$ cat src/hw/rtl/pst_pkg.sv
package pst_pkg;

  localparam int NUM_SWITCHES = 8;

  localparam int IDX_W   = 3;
  localparam int SEL_W   = 3;
  localparam int PORT_W  = 8;
  localparam int TIME_W  = 32;
  localparam int EN_W    = 8;
  localparam int MAP_W   = 24;
  localparam int MIN_W   = 16;
  localparam int CFG_A_W = 2;

  localparam logic [CFG_A_W-1:0] REG_SWITCH_ENABLE  = 2'd0;
  localparam logic [CFG_A_W-1:0] REG_SWITCH_BIT_MAP = 2'd1;
  localparam logic [CFG_A_W-1:0] REG_MIN_PRESS_US   = 2'd2;

  localparam logic [EN_W-1:0]  SWITCH_ENABLE_RST  = 8'h00;
  localparam logic [MAP_W-1:0] SWITCH_BIT_MAP_RST = 24'hFAC688;
  localparam logic [MIN_W-1:0] MIN_PRESS_US_RST   = 16'd1000;

  localparam logic [IDX_W-1:0] LAST_IDX = IDX_W'(NUM_SWITCHES - 1);

  typedef struct packed {
    logic             load;
    logic             emit;
    logic [IDX_W-1:0] idx;
  } pst_cmd_t;

  typedef struct packed {
    logic chg;
    logic last;
    logic out_free;
  } pst_sts_t;

endpackage

$ cat src/hw/rtl/pst_in_if.sv
interface pst_in_if;
  import pst_pkg::*;

  logic              valid;
  logic              ready;
  logic [PORT_W-1:0] port_byte;
  logic [TIME_W-1:0] now_us;

  modport source (output valid, output port_byte, output now_us, input ready);
  modport sink (input valid, input port_byte, input now_us, output ready);
endinterface

$ cat src/hw/rtl/pst_out_if.sv
interface pst_out_if;
  import pst_pkg::*;

  logic              valid;
  logic              ready;
  logic [IDX_W-1:0]  switch_index;
  logic              new_level;
  logic              duration_valid;
  logic              spurious;
  logic [TIME_W-1:0] press_duration_us;
  logic              last_event;

  modport source (
    output valid, output switch_index, output new_level, output duration_valid,
    output spurious, output press_duration_us, output last_event, input ready
  );
  modport sink (
    input valid, input switch_index, input new_level, input duration_valid,
    input spurious, input press_duration_us, input last_event, output ready
  );
endinterface

$ cat src/hw/rtl/pst_cfg_if.sv
interface pst_cfg_if;
  import pst_pkg::*;

  logic               valid;
  logic               ready;
  logic [CFG_A_W-1:0] index;
  logic [MAP_W-1:0]   data;

  modport source (output valid, output index, output data, input ready);
  modport sink (input valid, input index, input data, output ready);
endinterface

$ cat src/hw/rtl/pst_ctrl.sv
module pst_ctrl
  import pst_pkg::*;
(
  input  logic     clk_i,
  input  logic     rst_ni,
  input  logic     in_valid_i,
  output logic     in_ready_o,
  input  pst_sts_t sts_i,
  output pst_cmd_t cmd_o
);

  typedef enum logic {
    ST_IDLE,
    ST_SCAN
  } state_e;

  state_e           state_q, state_d;
  logic [IDX_W-1:0] idx_q, idx_d;
  logic             advance;

  assign in_ready_o = (state_q == ST_IDLE);
  assign advance    = !sts_i.chg || sts_i.out_free;

  assign cmd_o.load = in_valid_i && in_ready_o;
  assign cmd_o.emit = (state_q == ST_SCAN) && sts_i.chg && sts_i.out_free;
  assign cmd_o.idx  = idx_q;

  always_comb begin
    state_d = state_q;
    idx_d   = idx_q;
    unique case (state_q)
      ST_IDLE: begin
        if (cmd_o.load) begin
          state_d = ST_SCAN;
          idx_d   = '0;
        end
      end
      ST_SCAN: begin
        if (advance) begin
          if (idx_q == LAST_IDX) begin
            state_d = ST_IDLE;
          end else begin
            idx_d = idx_q + IDX_W'(1);
          end
        end
      end
      default: state_d = ST_IDLE;
    endcase
  end

  always_ff @(posedge clk_i or negedge rst_ni) begin
    if (!rst_ni) begin
      state_q <= ST_IDLE;
      idx_q   <= '0;
    end else begin
      state_q <= state_d;
      idx_q   <= idx_d;
    end
  end

endmodule

$ cat src/hw/rtl/pst_dp.sv
module pst_dp
  import pst_pkg::*;
(
  input  logic     clk_i,
  input  logic     rst_ni,
  pst_in_if.sink   in_i,
  pst_out_if.source out_o,
  pst_cfg_if.sink  cfg_i,
  input  pst_cmd_t cmd_i,
  output pst_sts_t sts_o
);

  logic [EN_W-1:0]   enable_q;
  logic [MAP_W-1:0]  map_q;
  logic [MIN_W-1:0]  min_q;
  logic [PORT_W-1:0] port_q;
  logic [TIME_W-1:0] now_q;

  logic [NUM_SWITCHES-1:0] level_q;
  logic [NUM_SWITCHES-1:0] pvalid_q;
  logic [TIME_W-1:0]       stamp_q [NUM_SWITCHES];

  logic              out_valid_q;
  logic [IDX_W-1:0]  out_idx_q;
  logic              out_level_q;
  logic              out_dvalid_q;
  logic              out_spur_q;
  logic [TIME_W-1:0] out_dur_q;
  logic              out_last_q;

  logic [NUM_SWITCHES-1:0] chg;
  logic [NUM_SWITCHES-1:0] later;
  logic                    new_lvl;
  logic [TIME_W-1:0]       dur;
  logic                    short_press;

  always_comb begin
    for (int s = 0; s < NUM_SWITCHES; s++) begin
      chg[s]   = enable_q[s] &&
                 (port_q[map_q[SEL_W*s +: SEL_W]] != level_q[s]);
      later[s] = (IDX_W'(s) > cmd_i.idx);
    end
  end

  assign new_lvl     = ~level_q[cmd_i.idx];
  assign dur         = now_q - stamp_q[cmd_i.idx];
  assign short_press = (dur < {{(TIME_W-MIN_W){1'b0}}, min_q});

  assign sts_o.chg      = chg[cmd_i.idx];
  assign sts_o.last     = ~|(chg & later);
  assign sts_o.out_free = !out_valid_q || out_o.ready;

  assign cfg_i.ready = 1'b1;

  always_ff @(posedge clk_i or negedge rst_ni) begin
    if (!rst_ni) begin
      enable_q <= SWITCH_ENABLE_RST;
      map_q    <= SWITCH_BIT_MAP_RST;
      min_q    <= MIN_PRESS_US_RST;
    end else if (cfg_i.valid) begin
      unique case (cfg_i.index)
        REG_SWITCH_ENABLE:  enable_q <= cfg_i.data[EN_W-1:0];
        REG_SWITCH_BIT_MAP: map_q    <= cfg_i.data;
        REG_MIN_PRESS_US:   min_q    <= cfg_i.data[MIN_W-1:0];
        default: ;
      endcase
    end
  end

  always_ff @(posedge clk_i) begin
    if (cmd_i.load) begin
      port_q <= in_i.port_byte;
      now_q  <= in_i.now_us;
    end
    if (cmd_i.emit && !new_lvl) begin
      stamp_q[cmd_i.idx] <= now_q;
    end
    if (cmd_i.emit) begin
      out_idx_q    <= cmd_i.idx;
      out_level_q  <= new_lvl;
      out_dvalid_q <= new_lvl && pvalid_q[cmd_i.idx] && !short_press;
      out_spur_q   <= new_lvl && pvalid_q[cmd_i.idx] && short_press;
      out_dur_q    <= (new_lvl && pvalid_q[cmd_i.idx] && !short_press) ? dur : '0;
      out_last_q   <= sts_o.last;
    end
  end

  always_ff @(posedge clk_i or negedge rst_ni) begin
    if (!rst_ni) begin
      level_q     <= '0;
      pvalid_q    <= '0;
      out_valid_q <= 1'b0;
    end else begin
      if (cmd_i.emit) begin
        level_q[cmd_i.idx]  <= new_lvl;
        pvalid_q[cmd_i.idx] <= !new_lvl;
        out_valid_q         <= 1'b1;
      end else if (out_o.ready) begin
        out_valid_q <= 1'b0;
      end
    end
  end

  assign out_o.valid             = out_valid_q;
  assign out_o.switch_index      = out_idx_q;
  assign out_o.new_level         = out_level_q;
  assign out_o.duration_valid    = out_dvalid_q;
  assign out_o.spurious          = out_spur_q;
  assign out_o.press_duration_us = out_dur_q;
  assign out_o.last_event        = out_last_q;

endmodule

$ cat src/hw/rtl/polled_switch_press_timer_top.sv
// Polled switch press timer. Each request on the input channel is one poll of
// the 8-bit port together with its microsecond time. The block visits the
// switches in index order, one switch per clock cycle unless the receiver
// stalls, and emits one request on the output channel for every enabled switch
// whose mapped port bit differs from its stored level. A release that follows a
// recorded press carries the press duration, or the spurious flag when it is
// below the threshold. The final request caused by a poll has last_event set; a
// poll with no change emits nothing.
// A poll is taken while the block is idle and then scanned switch by switch;
// the block takes no new poll until that scan has ended. A result enters the
// output register in the cycle after its switch is visited. When the receiver
// stalls, the scan halts on the next changed switch until the output register
// is free.
// The configuration channel is always ready and writes one register per
// request; the user must use it only while the block is idle, and the block
// itself does not enforce this. Reset restores the register defaults, clears
// all switch levels and recorded presses, and empties the output register.
module polled_switch_press_timer_top
  import pst_pkg::*;
(
  input  logic      clk_i,
  input  logic      rst_ni,
  pst_in_if.sink    in_i,
  pst_out_if.source out_o,
  pst_cfg_if.sink   cfg_i
);

  pst_cmd_t cmd;
  pst_sts_t sts;

  pst_ctrl u_ctrl (
    .clk_i      (clk_i),
    .rst_ni     (rst_ni),
    .in_valid_i (in_i.valid),
    .in_ready_o (in_i.ready),
    .sts_i      (sts),
    .cmd_o      (cmd)
  );

  pst_dp u_dp (
    .clk_i  (clk_i),
    .rst_ni (rst_ni),
    .in_i   (in_i),
    .out_o  (out_o),
    .cfg_i  (cfg_i),
    .cmd_i  (cmd),
    .sts_o  (sts)
  );

endmodule
$ cat src/flat_wrapper.sv
// flat-port wrapper written by rule: the top's interface ports become plain ports
module polled_switch_press_timer_top_flat import pst_pkg::*;
  (clk_i, rst_ni, in_i_valid, in_i_port_byte, in_i_now_us, in_i_ready, out_o_valid, out_o_switch_index, out_o_new_level, out_o_duration_valid, out_o_spurious, out_o_press_duration_us, out_o_last_event, out_o_ready, cfg_i_valid, cfg_i_index, cfg_i_data, cfg_i_ready);
  pst_in_if in_i_i ();
  pst_out_if out_o_i ();
  pst_cfg_if cfg_i_i ();
  input  logic clk_i;
  input  logic rst_ni;
  input wire logic [$bits(in_i_i.valid)-1:0] in_i_valid;
  input wire logic [$bits(in_i_i.port_byte)-1:0] in_i_port_byte;
  input wire logic [$bits(in_i_i.now_us)-1:0] in_i_now_us;
  output wire logic [$bits(in_i_i.ready)-1:0] in_i_ready;
  output wire logic [$bits(out_o_i.valid)-1:0] out_o_valid;
  output wire logic [$bits(out_o_i.switch_index)-1:0] out_o_switch_index;
  output wire logic [$bits(out_o_i.new_level)-1:0] out_o_new_level;
  output wire logic [$bits(out_o_i.duration_valid)-1:0] out_o_duration_valid;
  output wire logic [$bits(out_o_i.spurious)-1:0] out_o_spurious;
  output wire logic [$bits(out_o_i.press_duration_us)-1:0] out_o_press_duration_us;
  output wire logic [$bits(out_o_i.last_event)-1:0] out_o_last_event;
  input wire logic [$bits(out_o_i.ready)-1:0] out_o_ready;
  input wire logic [$bits(cfg_i_i.valid)-1:0] cfg_i_valid;
  input wire logic [$bits(cfg_i_i.index)-1:0] cfg_i_index;
  input wire logic [$bits(cfg_i_i.data)-1:0] cfg_i_data;
  output wire logic [$bits(cfg_i_i.ready)-1:0] cfg_i_ready;
  assign in_i_i.valid = in_i_valid;
  assign in_i_i.port_byte = in_i_port_byte;
  assign in_i_i.now_us = in_i_now_us;
  assign in_i_ready = in_i_i.ready;
  assign out_o_valid = out_o_i.valid;
  assign out_o_switch_index = out_o_i.switch_index;
  assign out_o_new_level = out_o_i.new_level;
  assign out_o_duration_valid = out_o_i.duration_valid;
  assign out_o_spurious = out_o_i.spurious;
  assign out_o_press_duration_us = out_o_i.press_duration_us;
  assign out_o_last_event = out_o_i.last_event;
  assign out_o_i.ready = out_o_ready;
  assign cfg_i_i.valid = cfg_i_valid;
  assign cfg_i_i.index = cfg_i_index;
  assign cfg_i_i.data = cfg_i_data;
  assign cfg_i_ready = cfg_i_i.ready;
  polled_switch_press_timer_top u_core (.clk_i(clk_i), .rst_ni(rst_ni), .in_i(in_i_i), .out_o(out_o_i), .cfg_i(cfg_i_i));
endmodule
$ cat config.mk
export PLATFORM = sky130hd
export DESIGN_NAME = polled_switch_press_timer_top_flat
export DESIGN_NICKNAME = d
export VERILOG_FILES = /design/src/hw/rtl/pst_pkg.sv /design/src/hw/rtl/pst_in_if.sv /design/src/hw/rtl/pst_out_if.sv /design/src/hw/rtl/pst_cfg_if.sv /design/src/hw/rtl/pst_ctrl.sv /design/src/hw/rtl/pst_dp.sv /design/src/hw/rtl/polled_switch_press_timer_top.sv /design/src/flat_wrapper.sv
export SDC_FILE = /design/constraint.sdc
export NUM_CORES = 1
export LEC_CHECK = 0
export ABC_CLOCK_PERIOD_IN_PS = 12100
export BUFFER_PORTS_ARGS = -buffer_cell sky130_fd_sc_hd__buf_2
export CAP_MARGIN = 30
export CORE_ASPECT_RATIO = 0.7
export CORE_MARGIN = 4
export CORE_UTILIZATION = 55
export CTS_CLUSTER_SIZE = 30
export DETAILED_ROUTE_END_ITERATION = 8
export PLACE_DENSITY = 0.73
export SETUP_SLACK_MARGIN = 0.5
export SLEW_MARGIN = 20
export SYNTH_ARGS = -nofsm -noshare
export SYNTH_HDL_FRONTEND = slang
export SYNTH_SLANG_ARGS = --single-unit
$ cat constraint.sdc
create_clock -name clk_i -period 12.1 [get_ports clk_i]
set_input_delay 2.42 -clock clk_i [delete_from_list [all_inputs] [get_ports clk_i]]
set_output_delay 2.42 -clock clk_i [all_outputs]
set_load 0.005 [all_outputs]
==> out/metrics.cfg <==
[logic_synthesis]
synth-async-reset-ratio_pct = 17.1
synth-seq-cells = 404
syn_avg_cell_area_um2 = 14.5
seq_area_frac_synth_pct = 66.8
synth_top_area_cell = edfxtp_1
synth_enable_flop_cells = 335
synthCells = 1223
yosys-top-cells-area = edfxtp_1 57%, dfrtp_1 7.2%, a22oi_1 4.3%, ha_1 3.5%, mux2_2 3.2%
synthFlopType = edfxtp_1
syn_nets = 1344
synth_top_cell_area_share_pct = 56.9
synthesis.area_um2 = 17700
yosysWarnings = 0
synthDistinctLibCells = 71

[power]
p_leak_nw = 7.23
powerDensity_nw_per_um2 = 302
vdd_drop_max_mv = 0.190

[timing]
whs_ns = 0.509
finalHoldViolations = 0
setup_viol = 0
max_slew_margin_pct = 47.0
slew_viol_final = 0
fin_crit_sh_pct = 53.3
fmax_mhz = 155
finalSetupTns_ns = 0
fin_crit_ns = 6.45
tightest_slew_ns = 0.793
rsz0062_at_grt = false
skew_ns = 0.0191

[status]
status = finished, final reports clean

[critical_path]
end_kind = register
r2r_start = u_core.u_ctrl.idx_q[2]$_DFFE_PN0P_
crit_required_ns = 12.36
r2r_end = u_core.u_dp.out_o.press_duration_us[2]$_SDFFCE_PN0P_
worstPathMaxFanout = 34
start_kind = register
critical_path_arrival_ns = 6.71
path_class = register to register
r2r_cells = 23
reg2reg_slack_ns = 5.65

[clock_tree]
htree_levels = 2
clock_sinks = 404
clkTransAtPathRegs_ns = 0.06
clk-insertion-delay-late_ns = 0.54
cts_resized = 0
cts_made_buffers = 38
clock_path_buffers = 3
cts_tree = yes
cts_hold_buf = 0
post_cts_buffers = 0
cts_root_buffer = clkbuf_16

[drt]
vias_per_cell = 6.36
dr.pass1.iters = 7
post_drt_wl_per_cell_um = 24.4
first_iter_violations = 1428
wl_um = 43800
ant_nets = 0
vias = 11400
post-route-drc-count = 0

[placement]
hpwl_um = 29000
portBuffers = 111
gp_congestion = 0.909

[finish]
layout.nets = 1467
fillers = 2308
mostFrequentLayoutCells = 335 x edfxtp_1, 111 x buf_2, 102 x a22oi_1
drive_above_1_share_pct = 21.7
syn_to_final_growth_pct = 13.7
final_common_cell = edfxtp_1

[global_route]
grt_start_max_net_pins = 70
antenna_found_initial = 0
grt_pass1_wl_um = 66700
track_usage_pct = 24.8
grt_overflow_total = 0
first_global_vias = 11000

[floorplanning]
fp-row-count = 54
dieArea_um2 = 35100
core_um2 = 31400
die_h_um = 158
dieWidth_um = 222
start_util_pct = 56.3
ios = 113

[job]
max_cap_viol_count = 0

[worst_hold_path]
hp-class = register to register
min_path_cells = 1
hold_path_end = u_core.u_dp.min_q[4]$_DFFE_PN0P_
hp-start = u_core.u_dp.min_q[4]$_DFFE_PN0P_

-- metal layers --
layer	track usage (%)	wire (µm)	vias up	share of wire, %
met4	4.63	524	2	1.2
li1	-	-	5063	-
met2	34.9	18200	626	42
met3	7.28	5190	43	12
met5	0.941	41	-	0.094
met1	38.9	19800	5689	45
-- critical path: stages (launching register included) --
cell and delay (ns):
dfrtp_1 0.65, nand2b_1 0.30, nor2_2 0.05, buf_4 0.30, a22o_1 0.30, a221oi_1 0.24
nand3_1 0.12, ha_1 0.22, fa_1 0.40, nand2b_1 0.18, a21oi_1 0.42, o21ai_0 0.17
nor2b_1 0.16, xnor2_1 0.24, ha_1 0.29, nand2_1 0.07, o21ai_0 0.10, a2111oi_0 0.39
a211oi_1 0.15, o31ai_1 0.29, nand4_1 0.13, nor4_1 0.26, and4b_1 0.61, nor2_1 0.14
-- where the power goes --
part / switching [W] / total [W] / internal (W)
Combinational: 0.00181 / 0.00283 / 0.00103
Clock: 0.000509 / 0.00121 / 0.000697
Sequential: 0.000159 / 0.00204 / 0.00188
Total: 0.00247 / 0.00608 / 0.00361
-- how the worst max path moves through the flow --
stage	endpoint	slack, ns	depth (start not counted)	from
2_1_floorplan	u_core.u_dp.out_o.press_duration_us[10]$_SDFFCE_PN0P_	6.78	25	u_core.u_ctrl.idx_q[0]$_DFFE_PN0P_
3_3_place_gp	u_core.u_dp.out_o.press_duration_us[7]$_SDFFCE_PN0P_	6.04	22	u_core.u_ctrl.idx_q[0]$_DFFE_PN0P_
3_5_place_dp	u_core.u_dp.out_o.press_duration_us[11]$_SDFFCE_PN0P_	5.83	23	u_core.u_ctrl.idx_q[2]$_DFFE_PN0P_
4_1_cts	u_core.u_dp.out_o.press_duration_us[2]$_SDFFCE_PN0P_	5.77	23	u_core.u_ctrl.idx_q[2]$_DFFE_PN0P_
5_1_grt	u_core.u_dp.out_o.press_duration_us[11]$_SDFFCE_PN0P_	5.09	22	u_core.u_ctrl.idx_q[0]$_DFFE_PN0P_
6_report	u_core.u_dp.out_o.press_duration_us[2]$_SDFFCE_PN0P_	5.65	23	u_core.u_ctrl.idx_q[2]$_DFFE_PN0P_
-- synthesized netlist by cell type, drive strengths merged (4+ instances only) --
master,count
edfxtp,335
a22oi,102
nor2,77
nand2,67
dfrtp,51
mux2,51
ha,49
a21oi,43
inv,34
clkbuf,32
o21ai,29
and3,28
a221oi,20
buf,20
and4,19
dfstp,18
nor3,18
nand2b,17
xnor2,17
a22o,16
mux2i,16
mux4,16
nand3,15
o22ai,15
a21o,12
and2,12
o211ai,11
nand4,10
a211oi,7
o21a,7
xor2,6
nor2b,5
a31oi,4
a41oi,4
-- stage by stage --
stage	util, %	power [W]	cells	area [µm²]	worst slack, ns
4_1_cts	63.9	0.00604	1794	20100	5.77
2_1_floorplan	-	0.00391	1223	17700	6.78
6_report	64.0	0.00608	1796	20100	5.65
5_1_grt	64.0	0.00645	1795	20100	5.09
3_5_place_dp	59.9	0.00483	1725	18800	5.83
3_3_place_gp	59.7	0.00478	1722	18800	6.04
-- flip-flops by register name (all words and copies together), names as in the netlist, 3 cells and up --
signal / cells
u_core.u_ctrl.idx_q: 3
u_core.u_dp.enable_q: 8
u_core.u_dp.level_q: 8
u_core.u_dp.map_q: 24
u_core.u_dp.min_q: 16
u_core.u_dp.now_q: 32
u_core.u_dp.out_o.press_duration_us: 32
u_core.u_dp.out_o.switch_index: 3
u_core.u_dp.port_q: 8
u_core.u_dp.pvalid_q: 8
u_core.u_dp.stamp_q: 256
-- layout make-up --
cell class / instances / area, µm² / area share (%)
Antenna cell: 1 / 2.50 / 0.0124
Multi-Input combinational cell: 733 / 5600 / 27.8
Timing Repair Buffer: 135 / 792 / 3.94
Sequential cell: 404 / 11800 / 58.7
Clock inverter: 23 / 268 / 1.33
Tap cell: 420 / 526 / 2.61
Inverter: 34 / 128 / 0.635
Clock buffer: 46 / 991 / 4.93
-- logic make-up after synthesis --
logic type,count (synthesis),share of synthesized area [%]
AO/OA/AOI/OAI,292,11.8
other,1,0.0212
adder cells (fa/ha/maj),50,3.58
XOR/XNOR,23,1.14
buffers and inverters,86,2.13
AND/OR/NAND/NOR,284,8.27
multiplexers,83,6.29
flip-flops,404,66.8
No activity file was read; power rests on OpenSTA's default activity.
